`src/hdl/dbds_pkg.sv`:
```
`default_nettype none
package dbds_pkg;

    localparam int QUEUE_DEPTH_DEF = 16;

    localparam int SECTOR_W   = 48;
    localparam int COUNT_W    = 16;
    localparam int DEADLINE_W = 32;
    localparam int STATUS_W   = 3;
    localparam int EST_W      = 33;
    localparam int BUDGET_W   = 40;
    localparam int APB_ADDR_W = 5;
    localparam int APB_DATA_W = 32;

    // Result status codes.
    localparam logic [STATUS_W-1:0] ST_DISPATCHED = 3'd0;
    localparam logic [STATUS_W-1:0] ST_ADDED      = 3'd1;
    localparam logic [STATUS_W-1:0] ST_FULL       = 3'd2;
    localparam logic [STATUS_W-1:0] ST_QEMPTY     = 3'd3;
    localparam logic [STATUS_W-1:0] ST_BEMPTY     = 3'd4;

    // Register indexes.
    localparam logic [2:0] REG_SEEK     = 3'd0;
    localparam logic [2:0] REG_ROTATION = 3'd1;
    localparam logic [2:0] REG_TRANSFER = 3'd2;
    localparam logic [2:0] REG_SLICE    = 3'd3;
    localparam logic [2:0] REG_TRACK    = 3'd4;
    localparam logic [2:0] REG_DIVISOR  = 3'd5;

    localparam logic [19:0] SEEK_RST     = 20'd19000;
    localparam logic [19:0] ROTATION_RST = 20'd11111;
    localparam logic [15:0] TRANSFER_RST = 16'd5;
    localparam logic [23:0] SLICE_RST    = 24'd350000;
    localparam logic [23:0] TRACK_RST    = 24'd50000;
    localparam logic [15:0] DIVISOR_RST  = 16'd1000;

    typedef struct packed {
        logic [19:0] seek;
        logic [19:0] rotation;
        logic [15:0] transfer;
        logic [23:0] slice;
        logic [23:0] track;
        logic [15:0] divisor;
    } cfg_t;

    typedef struct packed {
        logic [SECTOR_W-1:0]   sector;
        logic [COUNT_W-1:0]    count;
        logic [DEADLINE_W-1:0] deadline;
    } entry_t;

endpackage
`default_nettype wire

```
`src/hdl/dbds_div.sv`:
```
`default_nettype none
module dbds_div (
    input  wire logic                            clk,
    input  wire logic                            rst_n,
    input  wire logic                            start,
    input  wire logic [dbds_pkg::DEADLINE_W-1:0] dividend,
    input  wire logic [15:0]                     divisor,
    output logic                                 busy,
    output logic      [dbds_pkg::DEADLINE_W-1:0] quotient
);
    import dbds_pkg::*;

    // Restoring division, one quotient bit per cycle.
    logic [DEADLINE_W-1:0] work_reg, work_next;
    logic [15:0]           rem_reg, rem_next;
    logic [15:0]           dvs_reg, dvs_next;
    logic [5:0]            cnt_reg, cnt_next;
    logic                  busy_reg, busy_next;
    logic [16:0]           trial;

    assign busy     = busy_reg;
    assign quotient = work_reg;
    assign trial    = {rem_reg, work_reg[DEADLINE_W-1]};

    always_comb
    begin
        work_next = work_reg;
        rem_next  = rem_reg;
        dvs_next  = dvs_reg;
        cnt_next  = cnt_reg;
        busy_next = busy_reg;
        if (start)
        begin
            work_next = dividend;
            rem_next  = '0;
            dvs_next  = (divisor == 16'd0) ? 16'd1 : divisor;
            cnt_next  = 6'(DEADLINE_W);
            busy_next = 1'b1;
        end
        else if (busy_reg)
        begin
            if (trial >= {1'b0, dvs_reg})
            begin
                rem_next  = 16'(trial - {1'b0, dvs_reg});
                work_next = {work_reg[DEADLINE_W-2:0], 1'b1};
            end
            else
            begin
                rem_next  = trial[15:0];
                work_next = {work_reg[DEADLINE_W-2:0], 1'b0};
            end
            cnt_next = cnt_reg - 6'd1;
            if (cnt_reg == 6'd1)
            begin
                busy_next = 1'b0;
            end
        end
    end

    always_ff @(posedge clk or negedge rst_n)
    begin
        if (!rst_n)
        begin
            busy_reg <= 1'b0;
            cnt_reg  <= '0;
        end
        else
        begin
            busy_reg <= busy_next;
            cnt_reg  <= cnt_next;
        end
    end

    always_ff @(posedge clk)
    begin
        work_reg <= work_next;
        rem_reg  <= rem_next;
        dvs_reg  <= dvs_next;
    end
endmodule
`default_nettype wire

```
`config.mk`:
```
export PLATFORM = sky130hd
export DESIGN_NAME = dbds_div
export DESIGN_NICKNAME = d
export VERILOG_FILES = /design/src/hdl/dbds_pkg.sv /design/src/hdl/dbds_div.sv
export SDC_FILE = /design/constraint.sdc
export NUM_CORES = 1
export LEC_CHECK = 0
export ABC_AREA = 1
export BUFFER_PORTS_ARGS = -buffer_cell sky130_fd_sc_hd__buf_2
export CORE_ASPECT_RATIO = 1.4
export CORE_MARGIN = 3
export CORE_UTILIZATION = 40
export CTS_CLUSTER_SIZE = 30
export DETAILED_ROUTE_END_ITERATION = 7
export SLEW_MARGIN = 30
export SYNTH_ARGS = -nofsm -noshare
export SYNTH_HDL_FRONTEND = slang
export SYNTH_SLANG_ARGS = --single-unit
```
`constraint.sdc`:
```
create_clock -name clk -period 2.01 [get_ports clk]
set_clock_uncertainty 0.05 [all_clocks]
set_input_delay 0 -clock clk [delete_from_list [all_inputs] [get_ports clk]]
set_output_delay 0 -clock clk [all_outputs]
set_load 0.1 [all_outputs]
```
==> results.sh <==
export IMPL_cp_end_kind="flip-flop"
export IMPL_syn_cell_area_mm2=0.004100
export IMPL_cp_start_kind="flip-flop"
export IMPL_async_reset_ff_share_pct=9.859
export IMPL_wirelength_um=10650
export IMPL_setup_slack_ns=0.1072
export IMPL_crit_start="dvs_reg[14]$_SDFFCE_PN0P_"
export IMPL_cp_max_fo=7
export IMPL_numPortBuffers=83
export IMPL_synth_top_area_share_pct=35.15
export IMPL_synth_cell_type_count=35
export IMPL_ys_seq_area_share_pct=47.24
export IMPL_seq_area_mm2=0.001938
export IMPL_route_detailed_wl_per_inst_um=13.38
export IMPL_synth_flop_cell="edfxtp_1"
export IMPL_slew_headroom_pct=55.74
export IMPL_tightest_slew_ns=0.6578
export IMPL_critPathArrivalTime_ns=2.08
export IMPL_area_delta_synth_final_pct=38.88
export IMPL_cts_made_buffers=9
export IMPL_first_iter_violations=153
export IMPL_synth_edf_count=48
export IMPL_core_mm2=0.009953
export IMPL_path_clk_slew_ns=0.06
export IMPL_root_buffer="clkbuf_16"
export IMPL_cp_required_ns=2.18
export IMPL_synth_cells=521
export IMPL_final_period_utilization_pct=94.67
export IMPL_syn_avg_cell_area_um2=7.870
export IMPL_fp_dieW_um=91.57
export IMPL_post_drt_via_cell_ratio=4.747
export IMPL_synth_most_common_cell="nand2_1"
export IMPL_largest_reg_flops=32
export IMPL_ir_drop_mv=0.7286
export IMPL_clock_sinks=71
export IMPL_yosys_warnings=0
export IMPL_antennaDiodeCount=0
export IMPL_fin_nets=726
export IMPL_grt_overflow_total=0
export IMPL_antenna_left=0
export IMPL_gp_congestion=0.8793
export IMPL_dp_hpwl_um=7258
export IMPL_fin_util_pct=57.21
export IMPL_p_per_area_mw_per_mm2=1261
export IMPL_start_util_pct=41.19
export IMPL_cap_violations=0
export IMPL_num_io_pins=84
export IMPL_synth_commonest_cells="nand2_1, inv_1, edfxtp_1, nand3_1, clkbuf_1"
export IMPL_grt_usage_pct=19.19
export IMPL_htreeDepth=3
export IMPL_setup_viol=0
export IMPL_ys_ff_latch=71
export IMPL_dieArea_mm2=0.01152
export IMPL_r2r_end="rem_reg[4]$_SDFFE_PP0P_"
export IMPL_clock_fmax_ghz=0.5256
export IMPL_r2r_slack_ns=0.11
export IMPL_multiInputGateArea_mm2=0.001952
export IMPL_reg2reg_from="dvs_reg[14]$_SDFFCE_PN0P_"
export IMPL_clockBufferDepth=2
export IMPL_via_count=3779
export IMPL_setup_tns_ns=0
export IMPL_reg2reg_depth=12
export IMPL_min_path_type="input pin to flip-flop"
export IMPL_hold_viol=0
export IMPL_fin_crit_ns=1.903
export IMPL_drive_gt1_share_pct=24.81
export IMPL_drc=0
export IMPL_status="complete, no violations"
export IMPL_antenna_found_initial=0
export IMPL_synth_nets=591
export IMPL_pre_cts_ws_ns=0.08242
export IMPL_cts_tree="done"
export IMPL_path_class="flip-flop to flip-flop"
export IMPL_clock_latency_ns=0.33
export IMPL_num_rows=43
export IMPL_grt_pass1_wl_um=17680
export IMPL_drv_slew=0
export IMPL_dr_pass1_iters=5
export IMPL_worstSetupEndpoint="rem_reg[4]$_SDFFE_PP0P_"
export IMPL_synthTopCellsByArea="edfxtp_1, nand2_1, dfxtp_1"
export IMPL_die_y_um=125.8
export IMPL_grt_max_degree=40
export IMPL_power_leakage_nw=2.831
export IMPL_yosysTopAreaCell="edfxtp_1"
export IMPL_grt_pass1_vias=3949
export IMPL_fillers=855
## layout by cell type, fill, tap and decap left out, types with 7 or more instances in the layout
cell type      synthesis  layout
dlygate4sd3_1          0      50
nand3_1               26      25
buf_4                  2      11
buf_2                  1      83
ha_1                  18       9
a21oi_1               11      11
nand3b_1              20      20
edfxtp_1              48      48
nand2_1              223     212
ha_4                   0       8
nor2_1                13      12
nor4_1                 7       7
nand2_2                5      15
clkbuf_16              0       9
inv_1                 62      56
dfxtp_1               16      16
inv_2                  4       9
## power breakdown
group,switching [mW],internal [mW],total (mW)
combinational,2.28,1.34,3.62
clock,0.605,0.832,1.44
sequential,0.248,1.87,2.12
total,3.14,4.04,7.18
## what timing repair did
item | 4_1_cts | 5_1_grt
setup endpoints to repair | 0 | 17
hold buffers | 50 | 0
endpoints found under the hold margin | 57 | 0
buffers inserted | 0 | 5
gates resized for setup | 0 | 26
## cell type report
| type | instances | share of cell area [%] |
|---|---|---|
| multi-input cells | 356 | 34.28 |
| flip-flops and latches | 71 | 34.04 |
| repair buffers | 151 | 19.53 |
| inverters | 67 | 4.483 |
| clock buffers | 11 | 4.087 |
| well taps | 135 | 2.966 |
| clock inverters | 5 | 0.6152 |
## metal layers
layer  track usage [%]  vias to the layer above  routed length [um]
li1                  -                     1918                   -
met1             20.14                     1710                4049
met2             34.87                      120                5560
met3             4.659                       31                 611
met4             10.12                        0                 429
met5                 0                        -                   0
## critical path, cell delays in order, from the launching register on
cell and delay, ns:
edfxtp_1 0.36, inv_1 0.07, ha_1 0.26, buf_4 0.16
nand3_1 0.07, nor2_1 0.04, nand3_1 0.11, nand2_2 0.07
nor2_4 0.21, buf_6 0.17, nand3b_1 0.07, nand3_1 0.09
nand2_1 0.06
## kinds of logic after synthesis
logic type / after synthesis / share of synthesized area [%]
compound gates: 22 / 3.052
fa+ha+maj: 19 / 5.981
simple gates: 308 / 33.23
flops: 71 / 47.24
buf+inv: 94 / 9.002
xor+xnor: 7 / 1.495
## worst min path at each step
stage,from,endpoint,slack [ns],cells after the start
2_1_floorplan,rst_n,busy$_DFF_PN0_,-0.35,0
4_1_cts,dividend[0],quotient[0]$_DFFE_PP_,0.008,3
3_5_place_dp,rst_n,cnt_reg[5]$_DFFE_PN0P_,-0.21,1
5_1_grt,dividend[0],quotient[0]$_DFFE_PP_,0.04,3
6_report,dividend[0],quotient[0]$_DFFE_PP_,0.03,3
3_3_place_gp,rst_n,cnt_reg[5]$_DFFE_PN0P_,-0.21,1
## through the flow
step           hold WS (ns)  instances  power [mW]  area, um^2
2_1_floorplan       -0.3456        521       4.663        4138
6_report            0.02666        796       7.178        5694
3_5_place_dp        -0.2077        725       5.368        4723
3_3_place_gp        -0.2104        725       5.348        4723
4_1_cts            0.008101        791       6.916        5492
5_1_grt             0.04141        796       7.682        5694
No activity file was read; power rests on OpenSTA's default activity.
