<file path="src/hdl/dbds_pkg.sv">
`default_nettype none
package dbds_pkg;

    localparam int QUEUE_DEPTH_DEF = 16;

    localparam int SECTOR_W   = 48;
    localparam int COUNT_W    = 16;
    localparam int DEADLINE_W = 32;
    localparam int STATUS_W   = 3;
    localparam int EST_W      = 33;
    localparam int BUDGET_W   = 40;
    localparam int APB_ADDR_W = 5;
    localparam int APB_DATA_W = 32;

    // Result status codes.
    localparam logic [STATUS_W-1:0] ST_DISPATCHED = 3'd0;
    localparam logic [STATUS_W-1:0] ST_ADDED      = 3'd1;
    localparam logic [STATUS_W-1:0] ST_FULL       = 3'd2;
    localparam logic [STATUS_W-1:0] ST_QEMPTY     = 3'd3;
    localparam logic [STATUS_W-1:0] ST_BEMPTY     = 3'd4;

    // Register indexes.
    localparam logic [2:0] REG_SEEK     = 3'd0;
    localparam logic [2:0] REG_ROTATION = 3'd1;
    localparam logic [2:0] REG_TRANSFER = 3'd2;
    localparam logic [2:0] REG_SLICE    = 3'd3;
    localparam logic [2:0] REG_TRACK    = 3'd4;
    localparam logic [2:0] REG_DIVISOR  = 3'd5;

    localparam logic [19:0] SEEK_RST     = 20'd19000;
    localparam logic [19:0] ROTATION_RST = 20'd11111;
    localparam logic [15:0] TRANSFER_RST = 16'd5;
    localparam logic [23:0] SLICE_RST    = 24'd350000;
    localparam logic [23:0] TRACK_RST    = 24'd50000;
    localparam logic [15:0] DIVISOR_RST  = 16'd1000;

    typedef struct packed {
        logic [19:0] seek;
        logic [19:0] rotation;
        logic [15:0] transfer;
        logic [23:0] slice;
        logic [23:0] track;
        logic [15:0] divisor;
    } cfg_t;

    typedef struct packed {
        logic [SECTOR_W-1:0]   sector;
        logic [COUNT_W-1:0]    count;
        logic [DEADLINE_W-1:0] deadline;
    } entry_t;

endpackage
`default_nettype wire

</file>
<file path="src/hdl/dbds_cfg.sv">
`default_nettype none
module dbds_cfg (
    input  wire logic                            clk,
    input  wire logic                            rst_n,
    input  wire logic                            psel,
    input  wire logic                            penable,
    input  wire logic                            pwrite,
    input  wire logic [dbds_pkg::APB_ADDR_W-1:0] paddr,
    input  wire logic [dbds_pkg::APB_DATA_W-1:0] pwdata,
    output logic      [dbds_pkg::APB_DATA_W-1:0] prdata,
    output logic                                 pready,
    output dbds_pkg::cfg_t                       cfg
);
    import dbds_pkg::*;

    cfg_t       cfg_reg;
    logic [2:0] index;
    logic       wr_en;

    assign index  = paddr[APB_ADDR_W-1:2];
    assign pready = 1'b1;
    assign wr_en  = psel && penable && pwrite;
    assign cfg    = cfg_reg;

    always_ff @(posedge clk or negedge rst_n)
    begin
        if (!rst_n)
        begin
            cfg_reg.seek     <= SEEK_RST;
            cfg_reg.rotation <= ROTATION_RST;
            cfg_reg.transfer <= TRANSFER_RST;
            cfg_reg.slice    <= SLICE_RST;
            cfg_reg.track    <= TRACK_RST;
            cfg_reg.divisor  <= DIVISOR_RST;
        end
        else if (wr_en)
        begin
            unique case (index)
                REG_SEEK:     cfg_reg.seek     <= pwdata[19:0];
                REG_ROTATION: cfg_reg.rotation <= pwdata[19:0];
                REG_TRANSFER: cfg_reg.transfer <= pwdata[15:0];
                REG_SLICE:    cfg_reg.slice    <= pwdata[23:0];
                REG_TRACK:    cfg_reg.track    <= pwdata[23:0];
                REG_DIVISOR:  cfg_reg.divisor  <= pwdata[15:0];
                default:      ;
            endcase
        end
    end

    always_comb
    begin
        unique case (index)
            REG_SEEK:     prdata = {12'd0, cfg_reg.seek};
            REG_ROTATION: prdata = {12'd0, cfg_reg.rotation};
            REG_TRANSFER: prdata = {16'd0, cfg_reg.transfer};
            REG_SLICE:    prdata = {8'd0, cfg_reg.slice};
            REG_TRACK:    prdata = {8'd0, cfg_reg.track};
            REG_DIVISOR:  prdata = {16'd0, cfg_reg.divisor};
            default:      prdata = '0;
        endcase
    end
endmodule
`default_nettype wire

</file>
<file path="config.mk">
export PLATFORM = sky130hd
export DESIGN_NAME = dbds_cfg
export DESIGN_NICKNAME = d
export VERILOG_FILES = /design/src/hdl/dbds_pkg.sv /design/src/hdl/dbds_cfg.sv
export SDC_FILE = /design/constraint.sdc
export NUM_CORES = 1
export LEC_CHECK = 0
export BUFFER_PORTS_ARGS = -buffer_cell sky130_fd_sc_hd__buf_2
export CAP_MARGIN = 5
export CORE_MARGIN = 2
export CORE_UTILIZATION = 50
export DETAILED_ROUTE_END_ITERATION = 10
export GPL_ROUTABILITY_DRIVEN = 0
export PLACE_DENSITY = 0.8
export SYNTH_ARGS = -nofsm -noshare
export SYNTH_HDL_FRONTEND = slang
export SYNTH_SLANG_ARGS = --single-unit
export TNS_END_PERCENT = 5
</file>
<file path="constraint.sdc">
create_clock -name clk -period 1.8 [get_ports clk]
set_clock_uncertainty 0.1 [all_clocks]
set_input_delay 0.09 -clock clk [delete_from_list [all_inputs] [get_ports clk]]
set_output_delay 0.09 -clock clk [all_outputs]
set_load 0.02 [all_outputs]
</file>
==> summary.md, run 1 <==
| Metric | Value |
|---|---|
| Crit path DAT | roughly 1700 ps |
| Failing checks | setup timing |
| Via count | 4,404 |
| Syn Inst Count | between 300 and 400 |
| Fmax achieved | between 500 and 600 MHz |
| Final HPWL DP | approximately 10 mm |
| Initial DRT Pass Iterations | 5 |
| Most frequent cells in the layout | buf_2 (167), mux2_2 (96), dfrtp_1 (82) |
| Worst path slowest cell | dfrtp_1 |
| Synth Area per Inst | roughly 14 um^2 |
| Synth Cell Area | between 0.005 and 0.006 mm^2 |
| Antenna Nets Post-Route | 0 |
| Clk_lat worst skew | ~520 ps |
| Period utilisation layout | 1.03 |
| Chip Width | 110 um |
| Crit path largest cell delay | roughly 380 ps |
| Via-per-instance ratio | approximately 5.6 |
| Leakage | just under 4 nW |
| Initial DRC count | around 230 |
| Largest net degree at the start of global routing | approximately 120 |
| Setup crit end kind | primary output |
| Commonest non-fill, non-tap cell in the layout | buf_2 |
| Final Setup Violations | 8 |
| DR WL/cell | 20.6 um |
| Setup Crit Path Kind | register to primary output |
| Max FFs per register | between 100 and 150 |
| Min cycle time layout | 1850 ps |
| Num CTS Buffers | 17 |
| Htree depth | 4 |
| Grt ovf | 0 |
| Root Buffer | clkbuf_8 |
| Final Hold Viols | 0 |
| CTS Buffer Depth | 2 |
| Clk sinks | 120 |
| Max IR drop VDD | 0.000781 V |
| Initial antenna violation count | 0 |
| Register area share after synthesis | 0.545 |
| Hold slack | 106 ps |
| Power per cell area | 1290 mW/mm^2 |
| Vias in the first global route | about 4,600 |
| Crit-path cells | mux2_2 -> a21oi_2 -> o221ai_2 -> buf_6 |
| DP Area | 0.00674 mm^2 |
| Final slew viol count | 0 |
| Final core utilization | 0.717 |
| Top-area cell type share of the netlist area | 0.367 |
| WP data required | around 1600 ps |
| Core area | ~0.011 mm^2 |
| Worst setup SP type | register |
| Total GRT Usage | 0.274 |
| Port Buffers | 175 |
| Tightest Pin Transition | 670 ps |
| Die ar. | 0.0121 mm^2 |
| Run status | finished with violations |
| Delay-heaviest family, CP | flip-flops |
| Area contributors post-synth | dfrtp_1 (37%), mux2_2 (20%), dfstp_2 (18%) |
| Final Routed Wirelength | around 16 mm |
| Core Rows | 38 |
| Max_slew headroom | 0.554 |
| Die Ht | approximately 110 um |
| Buffers and inverters on the worst path | 1 |
| Layout Nets | 670 |
| Share of layout cells above drive strength 1 | 0.629 |
| # diodes | 0 |
| Largest area contributor in the netlist | dfrtp_1 |
| DRC viols | 0 |
| Placed cell count | 711 |
| First-pass GRT wire length | about 24 mm |
| Reg clk slew, reported paths | about 50 ps |
| Library cells used by synthesis | 35 |
| P&R area growth vs syn | 39.5% |
| TritonCTS clock tree | built |
| IO Count | a little under 200 |
| Post-synthesis register bit count | 120 |
| Syn. warnings | 0 |
| Worst min path class | input port to asynchronous set/reset pin |
| Unrepaired setup endpoints after global routing | true |
| Post-route insts no fill | 781 |
| Design area | just under 0.008 mm^2 |
| Fin worst setup slack | -54.6 ps |
| Critical path peak fanout | 2 |
| Initial Util | 0.514 |
| Max cap viols | 0 |
synthesized netlist by cell type, drive strengths merged:
| cell | instances |
|---|---|
| a21oi | 4 |
| a221o | 8 |
| a221oi | 3 |
| a22o | 4 |
| a31oi | 3 |
| and3 | 2 |
| and3b | 3 |
| buf | 30 |
| clkbuf | 4 |
| conb | 2 |
| dfrtp | 82 |
| dfstp | 38 |
| inv | 1 |
| mux2 | 130 |
| mux2i | 25 |
| mux4 | 1 |
| nand2 | 16 |
| nand2b | 3 |
| nand3 | 3 |
| nand3b | 2 |
| nand4 | 1 |
| nand4b | 1 |
| nor2 | 8 |
| nor2b | 1 |
| nor3b | 1 |
| o21ai | 3 |
| o221ai | 8 |
| o22ai | 6 |
| or2 | 2 |
power by group:
part	leakage (nW)	internal, W	switching, W
Clock	0.298	0.00238	0.00117
Combinational	2.14	0.00115	0.00156
Sequential	1.45	0.00336	0.000419
Total	3.88	0.00689	0.00315
what timing repair did:
item	CTS	global route
buffers inserted	9	4
hold buffers	25	0
endpoints found under the setup margin	15	16
pin swaps	6	6
endpoints found under the hold margin	240	0
gates resized for setup	16	12
tightest hold or removal path, delay by kind of cell:
family / cells / cell delay (ps)
buffers and inverters: 3 / 1100
worst paths after layout:
path,start,end,slack (ps),cells past startpoint
setup / recovery,cfg[100],prdata[0],-50,4
hold / removal,rst_n,cfg[60],110,3
setup reg to reg,cfg[41],cfg[41],700,3
hold reg to reg,cfg[10],cfg[10],420,1
max in group asynchronous,rst_n,cfg[71],1030,3
min in group clk,penable,cfg[107],160,5
metal layers:
metal / track usage / up-vias / wire, um
li1: - / 1918 / -
met1: 0.325 / 2265 / 6440
met2: 0.474 / 194 / 8320
met3: 0.0889 / 27 / 1070
met4: 0.0814 / 0 / 272
met5: 0 / - / 0
stage by stage:
stage / setup slack [ps] / total power [W] / setup TNS, ps
5_1_grt: -117 / 0.0104 / -1400
3_5_place_dp: 152 / 0.00629 / 0
6_report: -54.6 / 0.0100 / -218
4_1_cts: -50.4 / 0.0100 / -407
3_3_place_gp: 201 / 0.00619 / 0
2_1_floorplan: 361 / 0.00529 / 0
cells by family (layout without fill, tap and decap cells):
logic type,count (synthesis),after routing,synth area share
muxes,156,156,0.310
other,2,9,0.00134
DFF,120,120,0.545
buffers and inverters,35,274,0.0382
AOI/OAI and AO/OA,39,39,0.0541
and+or+nand+nor,43,43,0.0505
layout make-up:
type / count / area, um^2
tap: 140 / 175
sequential: 120 / 3050
clock inverter: 9 / 174
inverter: 1 / 3.75
fill: 734 / 3080
clock buffer: 23 / 437
multi-input combinational: 247 / 2440
timing repair buffer: 241 / 1520
Note: power is estimated with default switching activity, not from simulation.
==> run 2: changes to the inputs <==
--- a/config.mk
+++ b/config.mk
@@ -7,6 +7,7 @@
 export LEC_CHECK = 0
 export BUFFER_PORTS_ARGS = -buffer_cell sky130_fd_sc_hd__buf_2
 export CAP_MARGIN = 5
+export CORE_ASPECT_RATIO = 0.5
 export CORE_MARGIN = 2
 export CORE_UTILIZATION = 50
 export DETAILED_ROUTE_END_ITERATION = 10
==> run 2 against run 1 <==
The run now ends clean. Register-to-register slack gained 180 ps. Total power shrank 4.6%. Fmax grew 6.3%. Clock power shrank 7.3%. Critical path depth is the same.
==> summary.md, run 2 (synthesized netlist as in run 1, its figures left out) <==
| Metric | Value |
|---|---|
| Total GRT Usage | 0.250 |
| Critical path peak fanout | 3 |
| Sw power | between 0.003 and 0.004 W |
| Vias in the first global route | roughly 4,200 |
| Final slew viol count | 0 |
| Max FFs per register | 120 |
| Largest net degree at the start of global routing | 43 |
| CTS Buffer Depth | 2 |
| Via-per-instance ratio | about 5.4 |
| DRC viols | 0 |
| DP Area | a little under 0.007 mm^2 |
| Most frequent cells in the layout | buf_2 (173), mux2_2 (99), dfrtp_1 (82) |
| Port Buffers | between 150 and 200 |
| DR WL/cell | roughly 19 um |
| Final core utilization | 0.697 |
| Chip Width | ~150 um |
| Final HPWL DP | 10.4 mm |
| Initial DRT Pass Iterations | 4 |
| Final Hold Viols | 0 |
| Internal power | between 0.006 and 0.007 W |
| WP data required | approximately 1600 ps |
| Clk sinks | 120 |
| Num CTS Buffers | 17 |
| Run status | finished clean |
| P&R area growth vs syn | 36.3% |
| TritonCTS clock tree | built |
| Share of layout cells above drive strength 1 | 0.614 |
| Antenna Nets Post-Route | 0 |
| Clk_lat worst skew | roughly 400 ps |
| Final Routed Wirelength | ~15 mm |
| First-pass GRT wire length | ~23 mm |
| Via count | between 4,000 and 5,000 |
| Crit path largest cell delay | 470 ps |
| Grt ovf | 0 |
| Leakage | 3.80 nW |
| Die Ht | between 70 and 80 um |
| Crit-path cells | mux4_2 -> nand2_1 -> o21ai_1 -> buf_2 |
| Crit path DAT | between 1500 and 2000 ps |
| Worst min path class | input port to asynchronous set/reset pin |
| Core area | 0.0109 mm^2 |
| Layout Nets | between 600 and 700 |
| Placed cell count | 720 |
| Clock share of power | 0.343 |
| Net Sw Frac | 0.318 |
| Design area | 0.00762 mm^2 |
| Min cycle time layout | between 1500 and 2000 ps |
| IO Count | just under 200 |
| # diodes | 0 |
| Core Rows | 27 |
| Reg clk slew, reported paths | around 50 ps |
| Die ar. | between 0.01 and 0.015 mm^2 |
| Initial antenna violation count | 0 |
| Commonest non-fill, non-tap cell in the layout | buf_2 |
| Fmax achieved | between 500 and 600 MHz |
| Initial DRC count | ~230 |
| Initial Util | 0.511 |
| Root Buffer | clkbuf_16 |
| Period utilisation layout | 0.969 |
| Setup crit end kind | primary output |
| Post-CTS Setup Bufs | 0 |
| Unrepaired setup endpoints after global routing | true |
| Gate power share | 0.264 |
| Setup Crit Path Kind | register to primary output |
| Worst path slowest cell | mux4_2 |
| Power per cell area | approximately 1300 mW/mm^2 |
| Htree depth | 4 |
| Hold slack | around 22 ps |
| Final Setup Violations | 0 |
| Worst setup SP type | register |
| Max IR drop VDD | 0.000827 V |
| Max cap viols | 0 |
| Post-route insts no fill | around 780 |
| Seq pwr share | 0.393 |
## run 2: what timing repair did
action,in CTS,in global routing
hold endpoints to repair,207,0
resized for setup,0,5
hold buffers,25,0
setup endpoints to repair,0,5
## run 2: per-stage QoR
stage               setup WS, ps  setup TNS, ps  total power (W)
CTS                         10.8              0          0.00962
finish                      55.1              0          0.00958
floorplan                    361              0          0.00529
detailed placement           170              0          0.00628
global placement             207              0          0.00620
global route               -28.5          -42.8           0.0100
## run 2: layout make-up
| type | count | area (um^2) |
|---|---|---|
| Clock buffer | 23 | 478 |
| Clock inverter | 9 | 97.6 |
| Fill cell | 746 | 3320 |
| Inverter | 1 | 3.75 |
| Multi-Input combinational cell | 247 | 2380 |
| Sequential cell | 120 | 3050 |
| Tap cell | 145 | 181 |
| Timing Repair Buffer | 232 | 1430 |
## run 2: worst paths after layout
| check | endpoint | slack (ps) | cells after the start | from |
|---|---|---|---|---|
| worst max-delay path | prdata[1] | 60 | 4 | cfg[101] |
| worst min-delay path | cfg[37] | 20 | 2 | rst_n |
| worst max register to register | cfg[10] | 880 | 1 | cfg[10] |
| worst min register to register | cfg[55] | 410 | 1 | cfg[55] |
| max in group asynchronous | cfg[109] | 920 | 3 | rst_n |
| min in group clk | cfg[75] | 300 | 5 | penable |
## run 2: layer usage
layer,GRT usage,up-vias,share of wire
met5,0,-,0
met4,0.0826,0,0.015
met3,0.0590,20,0.053
met2,0.410,142,0.50
met1,0.333,2126,0.43
li1,-,1887,-
## run 2: critical path: cells and delay by family, from the launching register on
family                 cells  cell delay (ps)
AO/OA/AOI/OAI              1               50
buffers and inverters      1              150
flip-flops                 1              400
multiplexers               1              470
AND/OR/NAND/NOR            1               80
## run 2: power by group through the flow
stage	Combinational, W	Clock [W]	Sequential [W]
finish	0.00253	0.00329	0.00376
global route	0.00269	0.00348	0.00384
CTS	0.00254	0.00333	0.00376
detailed placement	0.00249	0	0.00379
global placement	0.00243	0	0.00376
floorplan	0.000891	0	0.00440
==> run 3: changes to the inputs <==
--- a/config.mk
+++ b/config.mk
@@ -12,6 +12,7 @@
 export CORE_UTILIZATION = 50
 export DETAILED_ROUTE_END_ITERATION = 10
 export GPL_ROUTABILITY_DRIVEN = 0
+export MAX_ROUTING_LAYER = met4
 export PLACE_DENSITY = 0.8
 export SYNTH_ARGS = -nofsm -noshare
 export SYNTH_HDL_FRONTEND = slang
==> run 3 against run 2 <==
Clock power barely moved. Flip-flop and latch count did not move. Largest cell class unchanged. Sequential share of layout area did not move. Count of clock-buffer cells in the layout did not move. Critical path type unchanged. Highest routed layer unchanged.
==> summary.md, run 3 (synthesized netlist as in run 1, its figures left out) <==
| Metric | Value |
|---|---|
| Internal power | about 0.0065 W |
| CTS Buffer Depth | 2 |
| Buffers and inverters on the worst path | 1 |
| Final Hold Viols | 0 |
| Clock share of power | 0.344 |
| Antenna Nets Post-Route | 0 |
| Post-Place Worst Slack | 170 ps |
| Worst min path class | input port to asynchronous set/reset pin |
| Final slew viol count | 0 |
| WP data required | ~1600 ps |
| Share of layout cells above drive strength 1 | 0.614 |
| Clk sinks | 120 |
| Max FFs per register | between 100 and 150 |
| Leakage | about 3.8 nW |
| Setup Crit Path Kind | register to primary output |
| Crit path DAT | ~1600 ps |
| Most frequent cells in the layout | buf_2 (173), mux2_2 (99), dfrtp_1 (82) |
| Sw power | about 0.0031 W |
| Crit-path cells | mux2_2 -> nand2_1 -> a31oi_1 -> buf_2 |
| P&R area growth vs syn | 36.3% |
| Delay-heaviest family, CP | flip-flops |
| Via-per-instance ratio | 5.38 |
| Placed cell count | between 700 and 800 |
| Gate power share | 0.264 |
| Net Sw Frac | 0.319 |
| Total GRT Usage | 0.258 |
| Die Ht | approximately 79 um |
| Chip Width | ~150 um |
| DR WL/cell | ~19 um |
| Reg clk slew, reported paths | roughly 60 ps |
| Root Buffer | clkbuf_16 |
| Period utilisation layout | 0.975 |
| Worst setup SP type | register |
| Setup_tns | 0 ps |
| DRC viols | 0 |
| # diodes | 0 |
| Post-CTS Setup Bufs | 0 |
| Final Routed Wirelength | roughly 15 mm |
| Seq pwr share | 0.393 |
| Fmax achieved | ~570 MHz |
| Post-route insts no fill | around 800 |
| Final Setup Violations | 0 |
| TritonCTS clock tree | built |
| Commonest non-fill, non-tap cell in the layout | buf_2 |
| Final HPWL DP | about 10 mm |
| Vias in the first global route | around 4,200 |
| Largest net degree at the start of global routing | 43 |
| Die ar. | approximately 0.012 mm^2 |
| Unrepaired setup endpoints after global routing | true |
| Critical path peak fanout | 3 |
| Grt ovf | 0 |
| Max IR drop VDD | about 0.00083 V |
| IO Count | slightly below 200 |
| Run status | finished clean |
| First-pass GRT wire length | approximately 23 mm |
| Min cycle time layout | 1760 ps |
| Clk_lat worst skew | between 400 and 500 ps |
| Initial Util | 0.511 |
| Max cap viols | 0 |
| Crit path largest cell delay | roughly 540 ps |
| Fin worst setup slack | ~45 ps |
| Initial antenna violation count | 0 |
| Setup crit end kind | primary output |
| Power per cell area | approximately 1300 mW/mm^2 |
| Htree depth | 4 |
| Worst path slowest cell | dfstp_2 |
| Filler instances | ~750 |
| Layout Nets | roughly 660 |
| Via count | 4,177 |
| Core area | 0.0109 mm^2 |
| Initial DRC count | around 230 |
| Core Rows | 27 |
| Num CTS Buffers | 17 |
| Initial DRT Pass Iterations | 4 |
| Port Buffers | around 180 |
==> run 3: power by group through the flow <==
stage	clock network (W)	logic (W)	registers, W
final	0.00330	0.00253	0.00377
after global routing	0.00348	0.00269	0.00384
after CTS	0.00333	0.00254	0.00376
after detailed placement	0	0.00249	0.00379
after global placement	0	0.00243	0.00376
after floorplan	0	0.000891	0.00440
==> run 3: path summary, 6_finish.rpt <==
kind | endpoint | startpoint | depth (start not counted) | slack [ps]
setup / recovery | prdata[9] | cfg[49] | 4 | 40
hold / removal | cfg[36] | rst_n | 2 | 20
setup reg to reg | cfg[10] | cfg[10] | 1 | 870
hold reg to reg | cfg[55] | cfg[55] | 1 | 410
max in group asynchronous | cfg[109] | rst_n | 3 | 930
min in group clk | cfg[75] | penable | 5 | 290
==> run 3: metal layers <==
| layer | routed length [um] | vias up | global-route usage |
|---|---|---|---|
| li1 | - | 1889 | - |
| met5 | 0 | - | - |
| met4 | 204 | 0 | 0.0807 |
| met1 | 6710 | 2141 | 0.336 |
| met2 | 7310 | 130 | 0.411 |
| met3 | 628 | 17 | 0.0551 |
==> run 3: layout make-up <==
class / instances / area [um^2] / share of cell area
tap: 145 / 181 / 0.0238
sequential: 120 / 3050 / 0.400
clock buffer: 23 / 478 / 0.0627
inverter: 1 / 3.75 / 0.000492
multi-input combinational: 247 / 2380 / 0.312
timing repair buffer: 232 / 1430 / 0.188
clock inverter: 9 / 97.6 / 0.0128
==> run 3: metrics by stage <==
| stage | hold WS (ps) | util | total power, W | cell area [um^2] |
|---|---|---|---|---|
| floorplan | -306 | - | 0.00529 | 5620 |
| global placement | -103 | 0.619 | 0.00620 | 6780 |
| detailed placement | -99.4 | 0.619 | 0.00628 | 6780 |
| CTS | 15.0 | 0.695 | 0.00962 | 7600 |
| global route | 43.2 | 0.697 | 0.0100 | 7620 |
| finish | 18.2 | 0.697 | 0.00959 | 7620 |
==> run 3: repair_timing <==
action                                 4_1_cts  5_1_grt
setup endpoints to repair                    0        5
hold buffers                                25        0
endpoints found under the hold margin      207        0
gates resized for setup                      0        5
